<file path="config.mk">
export PLATFORM = sky130hd
export DESIGN_NAME = slip_frame_receiver_length_check
export DESIGN_NICKNAME = d
export VERILOG_FILES = /design/src/rtl/core/slip_pkg.sv /design/src/rtl/core/slip_front.sv /design/src/rtl/core/slip_queue.sv /design/src/rtl/core/slip_back.sv /design/src/rtl/core/slip_frame_receiver_length_check.sv
export SDC_FILE = /design/constraint.sdc
export NUM_CORES = 1
export LEC_CHECK = 0
export BUFFER_PORTS_ARGS = -buffer_cell sky130_fd_sc_hd__buf_2
export CELL_PAD_IN_SITES_DETAIL_PLACEMENT = 1
export CELL_PAD_IN_SITES_GLOBAL_PLACEMENT = 1
export CORE_UTILIZATION = 50
export CTS_BUF_LIST = sky130_fd_sc_hd__clkbuf_16
export DETAILED_ROUTE_END_ITERATION = 8
export GPL_ROUTABILITY_DRIVEN = 1
export PLACE_DENSITY_LB_ADDON = 0.1
export SYNTH_ARGS = -nofsm -noshare
export SYNTH_HDL_FRONTEND = slang
export SYNTH_HIERARCHICAL = 1
export SYNTH_SLANG_ARGS = --single-unit
export TNS_END_PERCENT = 1
</file>
<file path="constraint.sdc">
create_clock -name clk -period 6 [get_ports clk]
set_input_delay 1.2 -clock clk [delete_from_list [all_inputs] [get_ports clk]]
set_output_delay 1.2 -clock clk [all_outputs]
set_load 0.01 [all_outputs]
</file>
<file path="src/rtl/core/slip_pkg.sv">
`timescale 1ns / 1ps
package slip_pkg;

	localparam int RAW_W           = 10;
	localparam logic [RAW_W-1:0] RAW_LIMIT_RESET = 10'd130;

	localparam int MAX_PACKET_BYTES_DEF = 64;
	localparam int LEN_W                = 7;

	// depth of the queue between front and back, a power of two
	localparam int QUEUE_DEPTH = 2;

	localparam logic [7:0] BYTE_END     = 8'hC0;
	localparam logic [7:0] BYTE_ESC     = 8'hDB;
	localparam logic [7:0] BYTE_ESC_END = 8'hDC;
	localparam logic [7:0] BYTE_ESC_ESC = 8'hDD;

	// one classified raw word handed from front to back
	typedef struct packed {
		logic       is_end;
		logic [7:0] raw;
	} tok_t;

endpackage

</file>
<file path="src/rtl/core/slip_front.sv">
`timescale 1ns / 1ps
module slip_front (
	input  logic                       clk,
	input  logic                       arst_n,
	input  logic                       cfg_wr_en,
	input  logic [slip_pkg::RAW_W-1:0] cfg_wr_data,
	input  logic                       in_valid,
	output logic                       in_stall,
	input  logic [7:0]                 rx_byte,
	output logic                       push,
	output slip_pkg::tok_t             push_tok,
	input  logic                       q_full
);
	import slip_pkg::*;

	logic [RAW_W-1:0] raw_limit_q;
	logic [RAW_W-1:0] raw_count_q;
	logic             accept;
	logic             is_end;

	assign in_stall = q_full;
	assign accept   = in_valid && !q_full;
	assign is_end   = (rx_byte == BYTE_END);

	// empty frames and words past the raw limit never reach the back
	always_comb begin
		push = 1'b0;
		if (accept) begin
			if (is_end)
				push = (raw_count_q != '0);
			else
				push = (raw_count_q < raw_limit_q);
		end
	end

	assign push_tok.is_end = is_end;
	assign push_tok.raw    = rx_byte;

	always_ff @(posedge clk or negedge arst_n) begin
		if (!arst_n) begin
			raw_limit_q <= RAW_LIMIT_RESET;
		end else if (cfg_wr_en) begin
			raw_limit_q <= cfg_wr_data;
		end
	end

	always_ff @(posedge clk or negedge arst_n) begin
		if (!arst_n) begin
			raw_count_q <= '0;
		end else if (accept) begin
			if (is_end)
				raw_count_q <= '0;
			else if (raw_count_q < raw_limit_q)
				raw_count_q <= raw_count_q + RAW_W'(1);
		end
	end

endmodule

</file>
<file path="src/rtl/core/slip_queue.sv">
`timescale 1ns / 1ps
module slip_queue (
	input  logic           clk,
	input  logic           arst_n,
	input  logic           push,
	input  slip_pkg::tok_t push_tok,
	output logic           full,
	output logic           q_valid,
	output slip_pkg::tok_t q_tok,
	input  logic           pop
);
	import slip_pkg::*;

	localparam int PTR_W = (QUEUE_DEPTH > 1) ? $clog2(QUEUE_DEPTH) : 1;
	localparam int CNT_W = $clog2(QUEUE_DEPTH + 1);

	tok_t             mem_q [QUEUE_DEPTH];
	logic [PTR_W-1:0] wr_ptr_q;
	logic [PTR_W-1:0] rd_ptr_q;
	logic [CNT_W-1:0] cnt_q;
	logic             do_pop;

	assign full    = (cnt_q == CNT_W'(QUEUE_DEPTH));
	assign q_valid = (cnt_q != '0);
	assign q_tok   = mem_q[rd_ptr_q];
	assign do_pop  = pop && q_valid;

	always_ff @(posedge clk) begin
		if (push)
			mem_q[wr_ptr_q] <= push_tok;
	end

	always_ff @(posedge clk or negedge arst_n) begin
		if (!arst_n) begin
			wr_ptr_q <= '0;
			rd_ptr_q <= '0;
			cnt_q    <= '0;
		end else begin
			if (push)
				wr_ptr_q <= wr_ptr_q + PTR_W'(1);
			if (do_pop)
				rd_ptr_q <= rd_ptr_q + PTR_W'(1);
			if (push && !do_pop)
				cnt_q <= cnt_q + CNT_W'(1);
			else if (do_pop && !push)
				cnt_q <= cnt_q - CNT_W'(1);
		end
	end

endmodule

</file>
<file path="src/rtl/core/slip_back.sv">
`timescale 1ns / 1ps
module slip_back #(
	parameter int MAX_PACKET_BYTES = slip_pkg::MAX_PACKET_BYTES_DEF
) (
	input  logic                       clk,
	input  logic                       arst_n,
	input  logic                       q_valid,
	input  slip_pkg::tok_t             q_tok,
	output logic                       pop,
	output logic                       out_valid,
	input  logic                       out_stall,
	output logic                       is_frame_end,
	output logic [7:0]                 data_byte,
	output logic                       frame_good,
	output logic [slip_pkg::LEN_W-1:0] decoded_length
);
	import slip_pkg::*;

	localparam int CNT_W = $clog2(MAX_PACKET_BYTES + 1);

	logic [CNT_W-1:0] dcount_q;
	logic [7:0]       first_q;
	logic             prev_esc_q;
	logic             stopped_q;
	logic             out_valid_q;

	logic [CNT_W-1:0] dcount_d;
	logic [7:0]       first_d;
	logic             prev_esc_d;
	logic             stopped_d;
	logic             emit;
	logic             have;
	logic [7:0]       dec;
	logic             good;
	logic [CNT_W+LEN_W-1:0] len_ext;

	assign pop       = q_valid && (!out_valid_q || !out_stall);
	assign out_valid = out_valid_q;
	assign len_ext   = {{LEN_W{1'b0}}, dcount_q};
	assign good      = (dcount_q != '0) && (10'(dcount_q) == 10'(first_q) + 10'd1);

	always_comb begin
		dcount_d   = dcount_q;
		first_d    = first_q;
		prev_esc_d = prev_esc_q;
		stopped_d  = stopped_q;
		emit       = 1'b0;
		have       = 1'b0;
		dec        = '0;
		if (q_tok.is_end) begin
			emit       = 1'b1;
			dcount_d   = '0;
			first_d    = '0;
			prev_esc_d = 1'b0;
			stopped_d  = 1'b0;
		end else if (!stopped_q && dcount_q < CNT_W'(MAX_PACKET_BYTES)) begin
			if (!prev_esc_q) begin
				prev_esc_d = (q_tok.raw == BYTE_ESC);
				have       = (q_tok.raw != BYTE_ESC);
				dec        = q_tok.raw;
			end else if (q_tok.raw == BYTE_ESC_END) begin
				prev_esc_d = 1'b0;
				have       = 1'b1;
				dec        = BYTE_END;
			end else if (q_tok.raw == BYTE_ESC_ESC) begin
				prev_esc_d = 1'b0;
				have       = 1'b1;
				dec        = BYTE_ESC;
			end else begin
				// unknown escape, hold off until the next end
				stopped_d = 1'b1;
			end
			if (have) begin
				emit     = 1'b1;
				dcount_d = dcount_q + CNT_W'(1);
				if (dcount_q == '0)
					first_d = dec;
			end
		end
	end

	always_ff @(posedge clk or negedge arst_n) begin
		if (!arst_n) begin
			dcount_q   <= '0;
			first_q    <= '0;
			prev_esc_q <= 1'b0;
			stopped_q  <= 1'b0;
		end else if (pop) begin
			dcount_q   <= dcount_d;
			first_q    <= first_d;
			prev_esc_q <= prev_esc_d;
			stopped_q  <= stopped_d;
		end
	end

	always_ff @(posedge clk or negedge arst_n) begin
		if (!arst_n) begin
			out_valid_q <= 1'b0;
		end else if (pop) begin
			out_valid_q <= emit;
		end else if (!out_stall) begin
			out_valid_q <= 1'b0;
		end
	end

	always_ff @(posedge clk) begin
		if (pop && emit) begin
			is_frame_end   <= q_tok.is_end;
			data_byte      <= q_tok.is_end ? 8'h00 : dec;
			frame_good     <= q_tok.is_end ? good : 1'b0;
			decoded_length <= q_tok.is_end ? len_ext[LEN_W-1:0] : '0;
		end
	end

endmodule

</file>
<file path="src/rtl/core/slip_frame_receiver_length_check.sv">
`timescale 1ns / 1ps
// slip frame receiver with length check
// input channel: in_valid / in_stall carry one raw serial word (rx_byte) per cycle.
// output channel: out_valid / out_stall carry either a decoded data word
//   (is_frame_end = 0, data_byte) or an end-of-frame verdict word
//   (is_frame_end = 1, frame_good, decoded_length); the consumer drops bad frames.
// cfg_wr_en / cfg_wr_data write the raw word limit per frame; write it only when idle.
// throughput: one raw word per cycle while out_stall is low, set by the front
//   taking one word and the back decoding one word each cycle.
// path: a taken raw word is written into the front-to-back queue, and its result
//   is then registered into the output register, where it can be taken.
// escapes and words after a bad escape or a full packet still pass through the
//   queue and are popped by the back; words past the raw limit and ends of empty
//   frames are dropped in the front.
// when out_stall is held and a word is in the output register, the register holds,
//   the back stops, the queue fills and in_stall rises once it is full.
// reset empties the queue, clears the output valid flag and all frame state, and sets the
//   raw word limit to 130.
module slip_frame_receiver_length_check #(
	parameter int MAX_PACKET_BYTES = slip_pkg::MAX_PACKET_BYTES_DEF
) (
	input  logic                       clk,
	input  logic                       arst_n,
	input  logic                       cfg_wr_en,
	input  logic [slip_pkg::RAW_W-1:0] cfg_wr_data,
	input  logic                       in_valid,
	output logic                       in_stall,
	input  logic [7:0]                 rx_byte,
	output logic                       out_valid,
	input  logic                       out_stall,
	output logic                       is_frame_end,
	output logic [7:0]                 data_byte,
	output logic                       frame_good,
	output logic [slip_pkg::LEN_W-1:0] decoded_length
);
	import slip_pkg::*;

	logic push;
	tok_t push_tok;
	logic q_full;
	logic q_valid;
	tok_t q_tok;
	logic pop;

	slip_front u_front (
		.clk         (clk),
		.arst_n      (arst_n),
		.cfg_wr_en   (cfg_wr_en),
		.cfg_wr_data (cfg_wr_data),
		.in_valid    (in_valid),
		.in_stall    (in_stall),
		.rx_byte     (rx_byte),
		.push        (push),
		.push_tok    (push_tok),
		.q_full      (q_full)
	);

	slip_queue u_queue (
		.clk      (clk),
		.arst_n   (arst_n),
		.push     (push),
		.push_tok (push_tok),
		.full     (q_full),
		.q_valid  (q_valid),
		.q_tok    (q_tok),
		.pop      (pop)
	);

	slip_back #(
		.MAX_PACKET_BYTES (MAX_PACKET_BYTES)
	) u_back (
		.clk            (clk),
		.arst_n         (arst_n),
		.q_valid        (q_valid),
		.q_tok          (q_tok),
		.pop            (pop),
		.out_valid      (out_valid),
		.out_stall      (out_stall),
		.is_frame_end   (is_frame_end),
		.data_byte      (data_byte),
		.frame_good     (frame_good),
		.decoded_length (decoded_length)
	);

endmodule

</file>
==> impl_summary.md <==
Clock network
The maximum buffer depth of the clock tree is 2. The number of resized instances in the post-cts repair step is 0. The clock insertion delay at the later pin of the skew report is 0.33 ns.

In this run the post-CTS setup repair buffer count came out at 0. The H-tree was split into 3 levels. The clock sink total is between 70 and 80. The cell at the root of the clock tree is sky130_fd_sc_hd__clkbuf_16.

The CTS tree is yes. The number of CTS-inserted buffers is 9. The hold buffer count at cts is 0.

After clock tree synthesis, the clock-pin slew on the worst setup and hold paths is about 0.06 ns.

Setup path
The worst register-to-register path has a setup slack of about 2.8 ns. Among the stages of the critical path, the cell type that occurs most often is sky130_fd_sc_hd__or4_1. On the worst path, the slowest cell contributes a delay of between 0.6 and 0.7 ns. The startpoint of the most critical register-to-register path is u_front/raw_limit_q[7]. The worst setup path is captured at a flip-flop.

The critical path goes through buf_2 > or4_1 > or4_1 > clkinv_4 > nand4b_1 > or4_1 > and3_1 > ha_1 > nor2_1 > xor2_1. The worst-path maximum fanout is 10. The capture point of the worst reg-to-reg path is u_queue/mem_q[0][7]. The total buffers and inverters traversed by the critical path is 2. For the worst setup path, the data arrival time is about 4.1 ns. The slowest stage of the critical path belongs to the cell sky130_fd_sc_hd__or4_1.

By startpoint and endpoint, the worst setup path is classified as in -> reg. For the worst flop-to-flop path, the logic depth is 8. STA puts the critical path data required time at ~6.3 ns.

The critical path launch point type is a primary input. In this design, the largest share of critical-path delay is due to simple AND/OR/NAND/NOR gates.

Synthesis
In the post-synthesis netlist, the cell with the most instances is sky130_fd_sc_hd__dfrtp_1. The synthesis warning total is 6. Synthesis produced a netlist with a net count of around 420. The commonest cells after synthesis are 40 x sky130_fd_sc_hd__dfrtp_1, 35 x sky130_fd_sc_hd__edfxtp_1, 32 x sky130_fd_sc_hd__nand2_1.

The synthesized design contains 77 register bits. The dominant cell type by area after synthesis is sky130_fd_sc_hd__edfxtp_1. The share of the synthesized area in the top cell type is ~26%. The number of cells produced by synthesis is around 390. The commonest register cell after synthesis is sky130_fd_sc_hd__dfrtp_1. The synthesized netlist contains 65 unique library cells. Of all flip-flops after synthesis, the portion carrying an async set or reset was between 50% and 60%.

Counting flops with a built-in enable in the synthesized netlist gives 35. A synthesized cell averages between 10 and 15 µm². In this run the cell area of the synthesized design comes to between 0.004 and 0.005 mm². The share of the yosys chip area belonging to registers is 51.3%. Yosys attributes the largest share of cell area to sky130_fd_sc_hd__edfxtp_1 26%, sky130_fd_sc_hd__dfrtp_1 24%, sky130_fd_sc_hd__ha_1 4.6%, sky130_fd_sc_hd__mux2_2 3.0%, sky130_fd_sc_hd__nand2_1 2.9%.

STA
The total setup violations reported at the end of the flow is 0. Setup repair after global routing left no endpoint under its margin. Of the available clock period, the critical path in the final layout requires 63.6%. After routing, the total negative slack on setup checks comes to 0 ns. The worst slew margin relative to its limit is around a third. The final critical path time including I/O delays and setup is ~3.8 ns. The final count of pins violating max slew came to 0. Timing would allow up to 262 MHz. The pin slew with the least headroom to its limit is 0.989 ns. The final worst clock skew is 0.00665 ns. The final-report hold violation count is 0.

Power
The switching power share of the total is about two fifths. The analysis attributes to net switching a power of 0.916 mW. IR analysis of the VDD net gives a maximum drop of ~250 µV. The analysis attributes to cell leakage a power of ~1.9 nW. The sequential power share is approximately two fifths. The power share of the combinational group is between 30% and 40%.

Dividing total power by cell area gives a power density of approximately 500 mW/mm². After layout, the design draws a total of about 2.3 mW. The internal cell power is approximately 1.4 mW. The clock share of power is a little over a fifth.

Die
Pin placement for this block handled 42 I/O pins. The site row count is 32. The overall die area is 0.00856 mm².

Measured along the y axis, the die boundary spans 92.5 µm. The area of the core is between 0.007 and 0.008 mm². The die width is 92.5 µm. The starting density of the core is 52.2%.

GRT
The overall fraction of global-route tracks in use is around 25%. The largest net degree at the start of global routing is 43. The overall overflow remaining after global route is 0. The initial antenna violation count is 0. The via count of the first global-routing pass is 3,211. The first-pass GRT wire length is 16.2 mm.

Placement
The congestion estimate from routability-driven global placement came to 0.801. The number of placed instances with taps included is 506. In this run the tool buffered the top-level ports with between 40 and 50 buffer cells. The HPWL after detailed placement is around 6.8 mm. After detailed placement, the total cell area comes to roughly 0.0043 mm².

Route
The detailed-router iteration count before antenna repair is 4. In the routed layout, each cell is associated on average with a via count of around 5.9. Detailed routing inserted a total of between 3,000 and 4,000 vias. The sum of routed wire length over all layers is 9.85 mm.

The post-detailed-route DRC marker count is 0. After the first detailed-routing iteration, the DRC count stood at between 150 and 200. After detailed routing, the average wire length per cell comes to 18.9 µm. The number of routed nets with antenna violations is 0.

Cells and area
Excluding fillers, the count of instances in the completed layout stands at between 500 and 600. The layout overhead on the synthesized area is 10.9%. The number of nets in the layout is 453. In the final layout, flip-flops and latches occupy around 0.0021 mm². The post-route netlist has between 10% and 20% of its cells at a drive strength greater than 1. The filler cell count is between 800 and 900. The antenna diode count is 0. The multi-input logic area is approximately 0.0018 mm². The post-layout instance area is 0.00454 mm².

Status
The flow ran to the end, and the final reports show no timing, DRC or antenna violations.

Min path
The destination of the worst hold path is u_queue/cnt_q[1]. The cell depth of the worst min-delay path is 1. The worst hold path begins at u_queue/cnt_q[1]. The class of the most critical hold timing path is reg -> reg.

Job
The tool flagged a number of max-cap violations equal to 0.
==> sequential cells by signal (all words and copies together) (netlist names), 2 cells and up <==
signal,count
u_front/raw_limit_q,10
u_queue/cnt_q,2
u_back/first_q,8
u_back/data_byte,8
u_back/dcount_q,7
u_queue/mem_q,18
u_back/decoded_length,7
u_front/raw_count_q,10
==> area by class of cell <==
class / instances / share of cell area [%]
multi-input combinational: 266 / 38.8
tap: 102 / 2.81
clock inverter: 7 / 0.771
timing repair buffer: 42 / 4.68
inverter: 19 / 1.68
sequential: 77 / 46.3
clock buffer: 9 / 4.96
==> cells in the final DEF (no fill, tap or decap), types with 5 or more instances in the layout <==
cell type                    n
sky130_fd_sc_hd__o21ai_0    19
sky130_fd_sc_hd__nor3_1      5
sky130_fd_sc_hd__nand2b_1    8
sky130_fd_sc_hd__buf_2      41
sky130_fd_sc_hd__a21oi_1    11
sky130_fd_sc_hd__and3_1      5
sky130_fd_sc_hd__nand3_1    21
sky130_fd_sc_hd__dfrtp_1    40
sky130_fd_sc_hd__ha_1       15
sky130_fd_sc_hd__nor4_1      6
sky130_fd_sc_hd__o211ai_1    6
sky130_fd_sc_hd__xnor2_1     9
sky130_fd_sc_hd__mux2_2     11
sky130_fd_sc_hd__nand2_1    32
sky130_fd_sc_hd__and2_1      9
sky130_fd_sc_hd__clkbuf_16   9
sky130_fd_sc_hd__nor2b_1     5
sky130_fd_sc_hd__edfxtp_1   35
sky130_fd_sc_hd__inv_1      18
sky130_fd_sc_hd__nor2_1     25
sky130_fd_sc_hd__o21ai_1     9
==> power by group through the flow <==
stage	sequential (mW)	combinational (mW)	clock, mW
detailed placement	0.927	0.882	0
global route	0.947	1.00	0.506
global placement	0.918	0.843	0
floorplan	0.888	0.655	0
finish	0.924	0.897	0.481
CTS	0.923	0.902	0.490
==> worst register-to-register path, delay by kind of cell (launching register included) <==
kind | cells | cell delay (ns)
flops | 1 | 0.51
compound gates | 3 | 0.76
buf+inv | 1 | 0.05
simple gates | 3 | 1.17
fa+ha+maj | 1 | 0.32
==> layer usage <==
layer	GRT usage, %	vias to the layer above	routed length, µm
li1	-	1452	-
met1	34.2	1531	4590
met2	40.2	73	4780
met3	3.69	9	370
met4	7.55	0	108
met5	0	-	0
==> metrics by stage <==
step	hold WS (ns)	worst slack (ns)	util [%]
after global placement	0.471	1.97	54.6
after detailed placement	0.507	1.83	54.6
after floorplan	0.455	2.33	-
after global routing	0.539	2.00	57.9
final	0.510	2.18	57.9
after CTS	0.519	2.17	57.9
==> kinds of logic after synthesis <==
| family | share of synthesized area (%) |
|---|---|
| AO/OA/AOI/OAI | 12.2 |
| XOR/XNOR | 2.78 |
| adder cells (fa/ha/maj) | 4.58 |
| buffers and inverters | 5.65 |
| flip-flops | 51.3 |
| multiplexers | 3.75 |
| AND/OR/NAND/NOR | 19.7 |
==> how the worst max path moves through the flow <==
stage	start	endpoint	slack, ns	cells after the start
final	rx_byte[1]	u_queue/cnt_q[1]	2.18	10
after global routing	rx_byte[1]	u_queue/cnt_q[1]	2.00	11
after CTS	rx_byte[1]	u_queue/cnt_q[1]	2.17	10
after detailed placement	rx_byte[1]	u_queue/cnt_q[1]	1.83	11
after global placement	rx_byte[1]	u_queue/mem_q[0][3]	1.97	6
after floorplan	rx_byte[1]	u_queue/cnt_q[1]	2.33	10
Power figures use the tool's default switching activity.
